### config.mk
export PLATFORM = sky130hd
export DESIGN_NAME = ir_beacon_pulse_decoder
export DESIGN_NICKNAME = d
export VERILOG_FILES = /design/src/hdl/irbpd_pkg.sv /design/src/hdl/ir_beacon_pulse_decoder.sv
export SDC_FILE = /design/constraint.sdc
export NUM_CORES = 1
export LEC_CHECK = 0
export ABC_AREA = 1
export BUFFER_PORTS_ARGS = -buffer_cell sky130_fd_sc_hd__buf_2
export CORE_AREA = 8 8 192 194
export CTS_CLUSTER_SIZE = 12
export DETAILED_ROUTE_END_ITERATION = 8
export DIE_AREA = 0 0 200 202
export PLACE_DENSITY_LB_ADDON = 0.08
export SLEW_MARGIN = 20
export SYNTH_ARGS = -nofsm -noshare
export SYNTH_HDL_FRONTEND = slang
export SYNTH_SLANG_ARGS = --single-unit
### constraint.sdc
create_clock -name clk_i -period 8 [get_ports clk_i]
set_input_delay 0.4 -clock clk_i [delete_from_list [all_inputs] [get_ports clk_i]]
set_output_delay 0.4 -clock clk_i [all_outputs]
set_load 0.01 [all_outputs]
### src/hdl/irbpd_pkg.sv
// -----------------------------------------------------------------------------
// IR beacon pulse decoder package
// Register indexes, beacon codes, slot patterns and decoder constants.
// -----------------------------------------------------------------------------
package irbpd_pkg;

  // Configuration port geometry
  localparam int unsigned CFG_IDX_W  = 3;
  localparam int unsigned CFG_DATA_W = 24;

  // Configuration register indexes
  localparam logic [CFG_IDX_W-1:0] CFG_RISE_SHORT = 3'd0;
  localparam logic [CFG_IDX_W-1:0] CFG_RISE_LONG  = 3'd1;
  localparam logic [CFG_IDX_W-1:0] CFG_FALL_SHORT = 3'd2;
  localparam logic [CFG_IDX_W-1:0] CFG_FALL_LONG  = 3'd3;
  localparam logic [CFG_IDX_W-1:0] CFG_CLASS_BITS = 3'd4;
  localparam logic [CFG_IDX_W-1:0] CFG_MIN_SECTOR = 3'd5;

  // Register widths and reset values
  localparam int unsigned REF_W   = 16;
  localparam int unsigned CLASS_W = 4;
  localparam int unsigned MS_W    = 24;

  localparam logic [REF_W-1:0]   RISE_SHORT_RST = 16'd500;
  localparam logic [REF_W-1:0]   RISE_LONG_RST  = 16'd1000;
  localparam logic [REF_W-1:0]   FALL_SHORT_RST = 16'd500;
  localparam logic [REF_W-1:0]   FALL_LONG_RST  = 16'd1000;
  localparam logic [CLASS_W-1:0] CLASS_BITS_RST = 4'd10;
  localparam logic [MS_W-1:0]    MIN_SECTOR_RST = 24'd1000;

  // Beacon codes
  localparam int unsigned BEACON_W = 2;
  localparam logic [BEACON_W-1:0] BEACON_FINISH  = 2'd0;
  localparam logic [BEACON_W-1:0] BEACON_SECTOR1 = 2'd1;
  localparam logic [BEACON_W-1:0] BEACON_SECTOR2 = 2'd2;
  localparam logic [BEACON_W-1:0] BEACON_SECTOR3 = 2'd3;

  // Slot register and beacon patterns
  localparam int unsigned SLOTS  = 8;
  localparam int unsigned SLOT_W = 3;
  localparam logic [SLOTS-1:0] PAT_FINISH  = 8'b0000_0000;
  localparam logic [SLOTS-1:0] PAT_SECTOR1 = 8'b1010_1010;
  localparam logic [SLOTS-1:0] PAT_SECTOR2 = 8'b0101_0101;
  localparam logic [SLOTS-1:0] PAT_SECTOR3 = 8'b1111_1111;
  localparam logic [SLOTS-1:0] SLOTS_ALL   = 8'b1111_1111;

  // Pulse width tolerance, strictly below this many microseconds
  localparam int unsigned TOLERANCE_US = 100;

  // Elapsed time output
  localparam int unsigned       ELAPSED_W   = 24;
  localparam logic [31:0]       ELAPSED_MAX = 32'h00FF_FFFF;

endpackage

### src/hdl/ir_beacon_pulse_decoder.sv
// An accepted word is held in the input register; a beacon it completes then loads the result register.
// Throughput: one sample word per cycle; the input stage and result register
// decouple the channels, and only a stalled full result register holds input.
// Reset (rst_ni low, asynchronous): registers go to their documented defaults,
// the pin history reads high, all counters and slots clear, no result pending.
// -----------------------------------------------------------------------------
// IR beacon pulse decoder
// Measures pulses between pin edges, classifies them into an 8-slot rolling
// register and reports finish or sector beacons with their elapsed time.
// -----------------------------------------------------------------------------
module ir_beacon_pulse_decoder #(
  parameter int unsigned PULSE_COUNT_BITS = 16,
  parameter int unsigned TIME_COUNT_BITS  = 24
) (
  input  logic                                  clk_i,
  input  logic                                  rst_ni,
  // configuration write port
  input  logic                                  cfg_we_i,
  input  logic [irbpd_pkg::CFG_IDX_W-1:0]       cfg_index_i,
  input  logic [irbpd_pkg::CFG_DATA_W-1:0]      cfg_data_i,
  // sample channel
  input  logic                                  in_valid_i,
  output logic                                  in_stall_o,
  input  logic                                  pin_level_i,
  input  logic                                  ms_tick_i,
  // beacon channel
  output logic                                  out_valid_o,
  input  logic                                  out_stall_i,
  output logic [irbpd_pkg::BEACON_W-1:0]        beacon_id_o,
  output logic [irbpd_pkg::ELAPSED_W-1:0]       elapsed_ms_o
);

  import irbpd_pkg::*;

  localparam int unsigned PW = PULSE_COUNT_BITS;
  localparam int unsigned TW = TIME_COUNT_BITS;
  // width used to compare pulse widths against 16-bit references
  localparam int unsigned DW = (PW > REF_W) ? PW : REF_W;

  localparam logic [PW-1:0] PULSE_MAX = {PW{1'b1}};
  localparam logic [TW-1:0] TIME_MAX  = {TW{1'b1}};

  // configuration registers
  logic [REF_W-1:0]   rise_short_q, rise_long_q, fall_short_q, fall_long_q;
  logic [CLASS_W-1:0] class_bits_q;
  logic [MS_W-1:0]    min_sector_q;

  // input stage
  logic in_valid_q;
  logic pin_q, tick_q;
  logic in_accept, advance, process;

  // decoder state
  logic              level_q, level_d;
  logic [PW-1:0]     pulse_q, pulse_d, pulse_inc;
  logic [SLOTS-1:0]  bits_q, bits_d, bits_cls;
  logic [SLOTS-1:0]  valids_q, valids_d, valids_cls;
  logic [SLOT_W-1:0] pos_q, pos_d;
  logic [TW-1:0]     sector_q, sector_d, sector_inc;
  logic [TW-1:0]     lap_q, lap_d, lap_inc;

  // result register
  logic                 out_valid_q;
  logic [BEACON_W-1:0]  beacon_q;
  logic [ELAPSED_W-1:0] elapsed_q;

  // step intermediates
  logic              unlocked, edge_seen, rising;
  logic [DW-1:0]     width_ext, s_ref_ext, l_ref_ext, s_diff, l_diff;
  logic              s_near, l_near, cls_hit, cls_bit;
  logic [1:0]        cls_idx;
  logic [SLOTS-1:0]  slot_mask;
  logic              beacon_hit;
  logic [BEACON_W-1:0] beacon_d;
  logic [TW-1:0]     elapsed_raw;
  logic [31:0]       elapsed_ext;
  logic [ELAPSED_W-1:0] elapsed_d;

  // handshake: the input stage moves on when the result register can take a word
  assign advance    = !out_valid_q || !out_stall_i;
  assign in_stall_o = in_valid_q && !advance;
  assign in_accept  = in_valid_i && !in_stall_o;
  assign process    = in_valid_q && advance;

  // configuration writes
  always_ff @(posedge clk_i or negedge rst_ni) begin
    if (!rst_ni) begin
      rise_short_q <= RISE_SHORT_RST;
      rise_long_q  <= RISE_LONG_RST;
      fall_short_q <= FALL_SHORT_RST;
      fall_long_q  <= FALL_LONG_RST;
      class_bits_q <= CLASS_BITS_RST;
      min_sector_q <= MIN_SECTOR_RST;
    end else if (cfg_we_i) begin
      unique case (cfg_index_i)
        CFG_RISE_SHORT: rise_short_q <= cfg_data_i[REF_W-1:0];
        CFG_RISE_LONG:  rise_long_q  <= cfg_data_i[REF_W-1:0];
        CFG_FALL_SHORT: fall_short_q <= cfg_data_i[REF_W-1:0];
        CFG_FALL_LONG:  fall_long_q  <= cfg_data_i[REF_W-1:0];
        CFG_CLASS_BITS: class_bits_q <= cfg_data_i[CLASS_W-1:0];
        CFG_MIN_SECTOR: min_sector_q <= cfg_data_i[MS_W-1:0];
        default: ;
      endcase
    end
  end

  // input register
  always_ff @(posedge clk_i or negedge rst_ni) begin
    if (!rst_ni) begin
      in_valid_q <= 1'b0;
    end else if (in_accept) begin
      in_valid_q <= 1'b1;
    end else if (advance) begin
      in_valid_q <= 1'b0;
    end
  end

  always_ff @(posedge clk_i) begin
    if (in_accept) begin
      pin_q  <= pin_level_i;
      tick_q <= ms_tick_i;
    end
  end

  // saturating counter advances
  assign pulse_inc  = (pulse_q == PULSE_MAX) ? PULSE_MAX : pulse_q + PW'(1);
  assign sector_inc = !tick_q ? sector_q :
                      ((sector_q == TIME_MAX) ? TIME_MAX : sector_q + TW'(1));
  assign lap_inc    = !tick_q ? lap_q :
                      ((lap_q == TIME_MAX) ? TIME_MAX : lap_q + TW'(1));

  // lockout and edge detection
  assign unlocked  = 32'(sector_inc) >= 32'(min_sector_q);
  assign edge_seen = unlocked && (pin_q != level_q);
  assign rising    = pin_q;

  // classify the pulse against the references of its edge type
  assign width_ext = DW'(pulse_inc);
  assign s_ref_ext = DW'(rising ? rise_short_q : fall_short_q);
  assign l_ref_ext = DW'(rising ? rise_long_q : fall_long_q);
  assign s_diff    = (width_ext >= s_ref_ext) ? width_ext - s_ref_ext : s_ref_ext - width_ext;
  assign l_diff    = (width_ext >= l_ref_ext) ? width_ext - l_ref_ext : l_ref_ext - width_ext;
  assign s_near    = s_diff < DW'(TOLERANCE_US);
  assign l_near    = l_diff < DW'(TOLERANCE_US);
  assign cls_hit   = s_near || l_near;
  // short wins when both match
  assign cls_idx   = {!rising, !s_near};
  assign cls_bit   = class_bits_q[cls_idx];
  assign slot_mask = SLOTS'(1) << pos_q;

  assign valids_cls = cls_hit ? (valids_q | slot_mask) : (valids_q & ~slot_mask);
  assign bits_cls   = !cls_hit ? bits_q :
                      (cls_bit ? (bits_q | slot_mask) : (bits_q & ~slot_mask));

  // next state and beacon match
  always_comb begin
    level_d     = level_q;
    pulse_d     = pulse_inc;
    sector_d    = sector_inc;
    lap_d       = lap_inc;
    bits_d      = bits_q;
    valids_d    = valids_q;
    pos_d       = pos_q;
    beacon_hit  = 1'b0;
    beacon_d    = BEACON_FINISH;
    elapsed_raw = sector_inc;

    // take the pulse into its slot
    if (edge_seen) begin
      level_d  = pin_q;
      pulse_d  = '0;
      bits_d   = bits_cls;
      valids_d = valids_cls;
      pos_d    = pos_q + SLOT_W'(1);
    end

    // match a full slot register against the beacon patterns
    if (unlocked && (valids_d == SLOTS_ALL)) begin
      priority if (bits_d == PAT_FINISH) begin
        beacon_hit  = 1'b1;
        beacon_d    = BEACON_FINISH;
        elapsed_raw = lap_inc;
      end else if (bits_d == PAT_SECTOR1) begin
        beacon_hit = 1'b1;
        beacon_d   = BEACON_SECTOR1;
      end else if (bits_d == PAT_SECTOR2) begin
        beacon_hit = 1'b1;
        beacon_d   = BEACON_SECTOR2;
      end else if (bits_d == PAT_SECTOR3) begin
        beacon_hit = 1'b1;
        beacon_d   = BEACON_SECTOR3;
      end else begin
        beacon_hit = 1'b0;
      end
    end

    // after a beacon restart slots and sector timer, and the lap timer on a finish
    if (beacon_hit) begin
      sector_d = '0;
      bits_d   = '0;
      valids_d = '0;
      pos_d    = '0;
      if (beacon_d == BEACON_FINISH) begin
        lap_d = '0;
      end
    end
  end

  // clamp the elapsed time to the output width
  assign elapsed_ext = 32'(elapsed_raw);
  assign elapsed_d   = (elapsed_ext > ELAPSED_MAX) ? ELAPSED_MAX[ELAPSED_W-1:0]
                                                   : elapsed_ext[ELAPSED_W-1:0];

  // state update, one step per processed word
  always_ff @(posedge clk_i or negedge rst_ni) begin
    if (!rst_ni) begin
      level_q  <= 1'b1;
      pulse_q  <= '0;
      bits_q   <= '0;
      valids_q <= '0;
      pos_q    <= '0;
      sector_q <= '0;
      lap_q    <= '0;
    end else if (process) begin
      level_q  <= level_d;
      pulse_q  <= pulse_d;
      bits_q   <= bits_d;
      valids_q <= valids_d;
      pos_q    <= pos_d;
      sector_q <= sector_d;
      lap_q    <= lap_d;
    end
  end

  // result register: load on a beacon, drop once taken
  always_ff @(posedge clk_i or negedge rst_ni) begin
    if (!rst_ni) begin
      out_valid_q <= 1'b0;
    end else if (process && beacon_hit) begin
      out_valid_q <= 1'b1;
    end else if (!out_stall_i) begin
      out_valid_q <= 1'b0;
    end
  end

  always_ff @(posedge clk_i) begin
    if (process && beacon_hit) begin
      beacon_q  <= beacon_d;
      elapsed_q <= elapsed_d;
    end
  end

  assign out_valid_o  = out_valid_q;
  assign beacon_id_o  = beacon_q;
  assign elapsed_ms_o = elapsed_q;

endmodule

==> results of run 1 <==
## where the power goes
part	internal [mW]	leakage [nW]	total [mW]	switching, mW
logic	0.681	5.49	2.11	1.43
registers	1.25	2.47	1.36	0.112
clock network	0.634	0.385	1.08	0.449
total	2.57	8.35	4.56	1.99
## area by class of cell
type                    instances  area (um^2)  share of cell area [%]
clock buffers                  33          686                    4.17
clock inverters                13         96.3                   0.586
inverters                     304         1150                    6.99
multi-input cells            1569         8210                    49.9
flip-flops and latches        206         5340                    32.5
well taps                     455          569                    3.46
repair buffers                 71          392                    2.38
## worst max-delay path: cells and delay by family, from the launching register on
kind                     cells  cell delay [ns]
AND/OR/NAND/NOR             18             3.43
buffers and inverters        9             1.59
AO/OA/AOI/OAI                4             0.74
flip-flops                   1             0.54
adder cells (fa/ha/maj)      1             0.29
## layer usage
layer,GRT usage (%),routed length (um)
met1,30.5,20600
met2,34.5,20000
met3,2.76,2230
met4,4.78,937
met5,0,0
## layout by cell type, fill, tap and decap left out, types with 10 or more instances in the layout
master     instances
xor2_1            24
edfxtp_1          28
o21a_1            12
a21oi_1          110
nand2_1          584
nand2_2           22
o21ai_0          191
nor3_1            39
nand4_1           16
o21ai_1           48
clkbuf_16         25
dfrtp_1          145
o21ai_2           22
inv_1            291
nand3b_1          10
nand3_1          142
buf_2             60
nand3_2           10
dfstp_2           33
ha_1              91
or2_2             19
nor2_1           161
## state kept, by name (all words and copies together) (netlist names), 2 cells and up
register,flops
elapsed_ms_o,24
lap_q,24
min_sector_q,24
sector_q,24
fall_long_q,16
fall_short_q,16
pulse_q,16
rise_long_q,16
rise_short_q,16
bits_q,8
valids_q,8
class_bits_q,4
pos_q,3
beacon_id_o,2
## kinds of logic (layout without fill, tap and decap cells)
logic type                 Yosys count  in the layout  synth area share [%]
and+or+nand+nor                   1036           1036                  30.2
DFF                                206            206                  35.5
xor gates and xnor gates            27             27                  1.57
muxes                                2              2                 0.133
buffers and inverters              369            421                  9.91
adders and majority gates           91             91                  7.58
AOI/OAI and AO/OA                  413            413                  15.1
## per-stage QoR
step	hold slack [ns]	setup WS, ns	util [%]
after floorplan	0.104	2.41	-
after global placement	0.460	1.16	46.0
after detailed placement	0.454	0.893	46.0
after CTS	0.0526	0.858	48.4
after global routing	0.0565	0.121	48.4
final	0.0765	1.01	48.4
## how the worst max path moves through the flow
stage / from / to / slack (ns) / cells after the start
final: tick_q$_DFFE_PP_ / elapsed_ms_o[19]$_SDFFCE_PN1P_ / 1.01 / 32
after global routing: tick_q$_DFFE_PP_ / elapsed_ms_o[23]$_SDFFCE_PN1P_ / 0.12 / 34
after CTS: tick_q$_DFFE_PP_ / elapsed_ms_o[19]$_SDFFCE_PN1P_ / 0.86 / 34
after detailed placement: tick_q$_DFFE_PP_ / elapsed_ms_o[19]$_SDFFCE_PN1P_ / 0.89 / 32
after global placement: tick_q$_DFFE_PP_ / elapsed_ms_o[23]$_SDFFCE_PN1P_ / 1.16 / 34
after floorplan: sector_q[2]$_DFFE_PN0P_ / beacon_id_o[0]$_DFFE_PP_ / 2.41 / 34
## timing repair
item                                    4_1_cts  5_1_grt
endpoints found under the setup margin        0       15
gates resized for setup                       0        1
hold endpoints to repair                     52        0
hold buffers                                  1        0
==> flow_metrics.env, run 1 <==
export IMPL_dp_cells=2604
export IMPL_ys_ff_latch=206
export IMPL_p_total_mw=4.56
export IMPL_syn_cell_area_um2=15000
export IMPL_fin_area_um2=16400
export IMPL_min_to="tick_q$_DFFE_PP_"
export IMPL_core_area_um2=33900
export IMPL_finalSetupViolCount=0
export IMPL_ys_types=55
export IMPL_grt_overflow_total=0
export IMPL_dieArea_um2=40400
export IMPL_diodes=0
export IMPL_die_x_um=200
export IMPL_slew_violations=0
export IMPL_root_buffer="clkbuf_16"
export IMPL_initial_core_util_pct=44.2
export IMPL_fillerInstances=3498
export IMPL_path_max_fanout=26
export IMPL_yosys_warnings=0
export IMPL_rr_endpoint="elapsed_ms_o[19]$_SDFFCE_PN1P_"
export IMPL_syn_to_final_growth_pct=9.44
export IMPL_wire_per_inst_um=16.5
export IMPL_maxCapViolations=0
export IMPL_drc=0
export IMPL_ios=62
export IMPL_port_buffer_count=61
export IMPL_hpwl_mm=33.6
export IMPL_regToRegSetupSlack_ns=1.01
export IMPL_slew_headroom_pct=37.3
export IMPL_netlist_area_leader_share_pct=24.2
export IMPL_syn_nets=2269
export IMPL_cts_setup_buffers=0
export IMPL_worst_slew_pin_slew_ns=0.938
export IMPL_grt_pass1_wl_mm=70.1
export IMPL_fin_crit_sh_pct=87.4
export IMPL_place_area_um2=15600
export IMPL_wl_mm=43.8
export IMPL_cts_tree="done"
export IMPL_die_h_um=202
export IMPL_dr_pass1_iters=5
export IMPL_leakagePower_nw=8.35
export IMPL_grt_pass1_vias=12989
export IMPL_synth_edf_count=28
export IMPL_synth_main_ff_cell="dfrtp_1"
export IMPL_grt_max_degree=74
export IMPL_crit_path_end_kind="flop"
export IMPL_drive_above_1_share_pct=11.5
export IMPL_final_cells=2651
export IMPL_drtIter0Drc=1082
export IMPL_syn_inst=2144
export IMPL_fmax_ghz=0.143
export IMPL_clk_latency_ns=0.53
export IMPL_synth_top_cell_by_area="dfrtp_1"
export IMPL_final_nets=2302
export IMPL_holdPathStages=1
export IMPL_via_per_inst=5.19
export IMPL_crit_path_top_delay_cell="edfxtp_1"
export IMPL_hold_violations=0
export IMPL_antenna_found_initial=0
export IMPL_cp_slowest_stage_delay_ns=0.54
export IMPL_cts_buffers=25
export IMPL_p_per_area_nw_per_um2=277
export IMPL_seq_area_frac_synth_pct=35.5
export IMPL_crit_top_cell="inv_1"
export IMPL_rsz0062_at_grt="no"
export IMPL_h_tree_depth=1
export IMPL_finalSetupTns_ns=0
export IMPL_ant_nets=0
export IMPL_async_flop_share_pct=86.4
export IMPL_hp_class="in -> reg"
export IMPL_startpoint_type="flop"
export IMPL_synth_area_leaders="dfrtp_1, nand2_1, ha_1"
export IMPL_skew_ns=0.0316
export IMPL_clk_pin_slew_ns=0.06
export IMPL_cp_required_ns=8.19
export IMPL_vias=13755
export IMPL_finalCriticalPeriod_ns=6.99
export IMPL_synth_most_common_cell="nand2_1"
export IMPL_cp_arrival_ns=7.18
export IMPL_rows=68
export IMPL_clock_sinks=206
export IMPL_worstReg2RegStart="tick_q$_DFFE_PP_"
export IMPL_status="finished clean"
export IMPL_clock_path_buffers=3
export IMPL_reg2regPathDepth=32
export IMPL_hp_start="ms_tick_i"
export IMPL_avgSynthCellArea_um2=7.00
export IMPL_crit_type="reg -> reg"
export IMPL_grtUsageTotal_pct=21.5
export IMPL_ir_drop_v=0.000176
export IMPL_place_gp_congestion=0.925
export IMPL_synthTopCellsByCount="nand2_1, inv_1, o21ai_0"
Power figures use the tool's default switching activity.
==> inputs of run 2 (changes only) <==
- CELL_PAD_IN_SITES_DETAIL_PLACEMENT: default -> 2
- CELL_PAD_IN_SITES_GLOBAL_PLACEMENT: default -> 2
- CORE_AREA: 8 8 192 194 -> 8 8 214 216
- DIE_AREA: 0 0 200 202 -> 0 0 222 224
==> flow_metrics.env, run 2 (same netlist as run 1, synthesis figures left out) <==
export IMPL_antenna_found_initial=0
export IMPL_core_area_um2=42500
export IMPL_place_gp_congestion=0.898
export IMPL_cts_buffers=27
export IMPL_p_int_mw=2.65
export IMPL_ios=62
export IMPL_leakagePower_nw=8.43
export IMPL_path_max_fanout=64
export IMPL_die_h_um=224
export IMPL_initial_core_util_pct=35.3
export IMPL_fin_crit_sh_pct=90.1
export IMPL_crit_type="reg -> reg"
export IMPL_hpwl_mm=43.3
export IMPL_finalSetupViolCount=0
export IMPL_cts_setup_buffers=0
export IMPL_drc=0
export IMPL_clk_pin_slew_ns=0.06
export IMPL_p_per_area_nw_per_um2=288
export IMPL_cp_num_buf_inv=8
export IMPL_ant_nets=0
export IMPL_vias=14466
export IMPL_skew_ns=0.0191
export IMPL_die_x_um=222
export IMPL_clock_path_buffers=3
export IMPL_hp_class="in -> reg"
export IMPL_seqPwrFrac_pct=28.4
export IMPL_rsz0062_at_grt="no"
export IMPL_via_per_inst=5.26
export IMPL_clock_sinks=206
export IMPL_crit_path_end_kind="flop"
export IMPL_drtIter0Drc=613
export IMPL_fmax_ghz=0.139
export IMPL_root_buffer="clkbuf_16"
export IMPL_syn_to_final_growth_pct=11.0
export IMPL_final_cell_mix="nand2_1, inv_1, o21ai_0, nor2_1, dfrtp_1"
export IMPL_finalSetupTns_ns=0
export IMPL_fillerInstances=5087
export IMPL_final_nets=2308
export IMPL_port_buffer_count=61
export IMPL_rows=76
export IMPL_h_tree_depth=1
export IMPL_final_core_util_pct=39.2
export IMPL_crit_path_top_delay_cell="edfxtp_1"
export IMPL_dr_pass1_iters=5
export IMPL_fin_hold_ws_ns=0.0277
export IMPL_maxCapViolations=0
export IMPL_grt_overflow_total=0
export IMPL_worst_slew_pin_slew_ns=1.00
export IMPL_wire_per_inst_um=20.2
export IMPL_cp_arrival_ns=7.49
export IMPL_finalCriticalPeriod_ns=7.21
export IMPL_drive_above_1_share_pct=11.7
export IMPL_switching_share_pct=44.9
export IMPL_clk_latency_ns=0.56
export IMPL_cts_tree="done"
export IMPL_status="finished clean"
export IMPL_dieArea_um2=49700
export IMPL_hold_violations=0
export IMPL_slew_violations=0
export IMPL_ir_drop_v=0.000152
export IMPL_grt_pass1_wl_mm=88.0
export IMPL_cp_slowest_stage_delay_ns=0.57
export IMPL_cp_required_ns=8.29
export IMPL_cp_top_family="simple AND/OR/NAND/NOR gates"
export IMPL_wl_mm=55.4
export IMPL_pwr_share_comb_pct=46.7
export IMPL_grtUsageTotal_pct=21.9
export IMPL_diodes=0
export IMPL_switchingPower_mw=2.16
export IMPL_p_clk_share_pct=24.9
export IMPL_slew_headroom_pct=33.0
export IMPL_startpoint_type="flop"
export IMPL_layout_commonest_cell="nand2_1"
export IMPL_grt_pass1_vias=15847
export IMPL_grt_max_degree=72
## run 2: changes by cell type in the layout (fill, tap and decap cells not counted), sizes merged
cell / previous run / this run
clkinv: 11 / 8
buf: 69 / 73
clkbuf: 34 / 43
inv: 302 / 303
clkinvlp: 3 / 0
## run 2: worst paths after layout
check                                        startpoint                             end  slack, ns  cells past startpoint
worst min register to register  valids_q[2]$_DFFE_PN0P_         valids_q[2]$_DFFE_PN0P_       0.48                      2
max in group asynchronous                        rst_ni    min_sector_q[12]$_DFFE_PN0P_       6.28                      3
worst max-delay path                   tick_q$_DFFE_PP_  elapsed_ms_o[22]$_SDFFCE_PN1P_       0.79                     33
min in group asynchronous                        rst_ni          pulse_q[5]$_DFFE_PN0P_       0.41                      2
worst max register to register         tick_q$_DFFE_PP_  elapsed_ms_o[22]$_SDFFCE_PN1P_       0.79                     33
worst min-delay path                        pin_level_i                 pin_q$_DFFE_PP_       0.03                      1
## run 2: through the flow
step,instances,total power [mW],area [um^2],worst slack [ns]
floorplan,2144,2.90,15000,2.41
CTS,2750,4.85,16700,0.630
global route,2750,5.17,16700,0.0959
detailed placement,2699,3.62,15800,0.675
finish,2750,4.81,16700,0.791
global placement,2699,3.52,15800,1.11
## run 2: final cells by class
cell class	count	area [um^2]	share of cell area, %
Clock inverter	8	80.1	0.480
Timing Repair Buffer	75	422	2.53
Clock buffer	42	792	4.75
Inverter	304	1140	6.87
Tap cell	546	683	4.10
Sequential cell	206	5340	32.0
Multi-Input combinational cell	1569	8210	49.3
## run 2: worst reg2reg max path, delay by kind of cell, from the launching register on
kind            cells  cell delay (ns)
buf+inv             8             1.38
fa+ha+maj           1             0.31
flops               1             0.57
simple gates       20             4.02
compound gates      4             0.64
## run 2: repair_timing
item	4_1_cts	5_1_grt
hold endpoints to repair	48	0
resized for setup	0	1
endpoints found under the setup margin	0	34
hold buffers	1	0
## run 2: routing by layer
layer  wire length (um)  global-route usage, %  vias up  share of wire (%)
li1                   -                      -     7006                  -
met1              25400                   28.1     7202                 46
met4               1430                   5.92        0                2.6
met2              26600                   38.3      177                 48
met3               1950                   3.24       81                3.5
met5                  0                      0        -                  0
## run 2: power groups by stage
stage	Clock, mW	Sequential [mW]	Combinational (mW)
3_3_place_gp	0	1.37	2.14
5_1_grt	1.26	1.39	2.52
3_5_place_dp	0	1.38	2.24
2_1_floorplan	0	1.35	1.55
4_1_cts	1.23	1.37	2.25
6_report	1.20	1.37	2.24
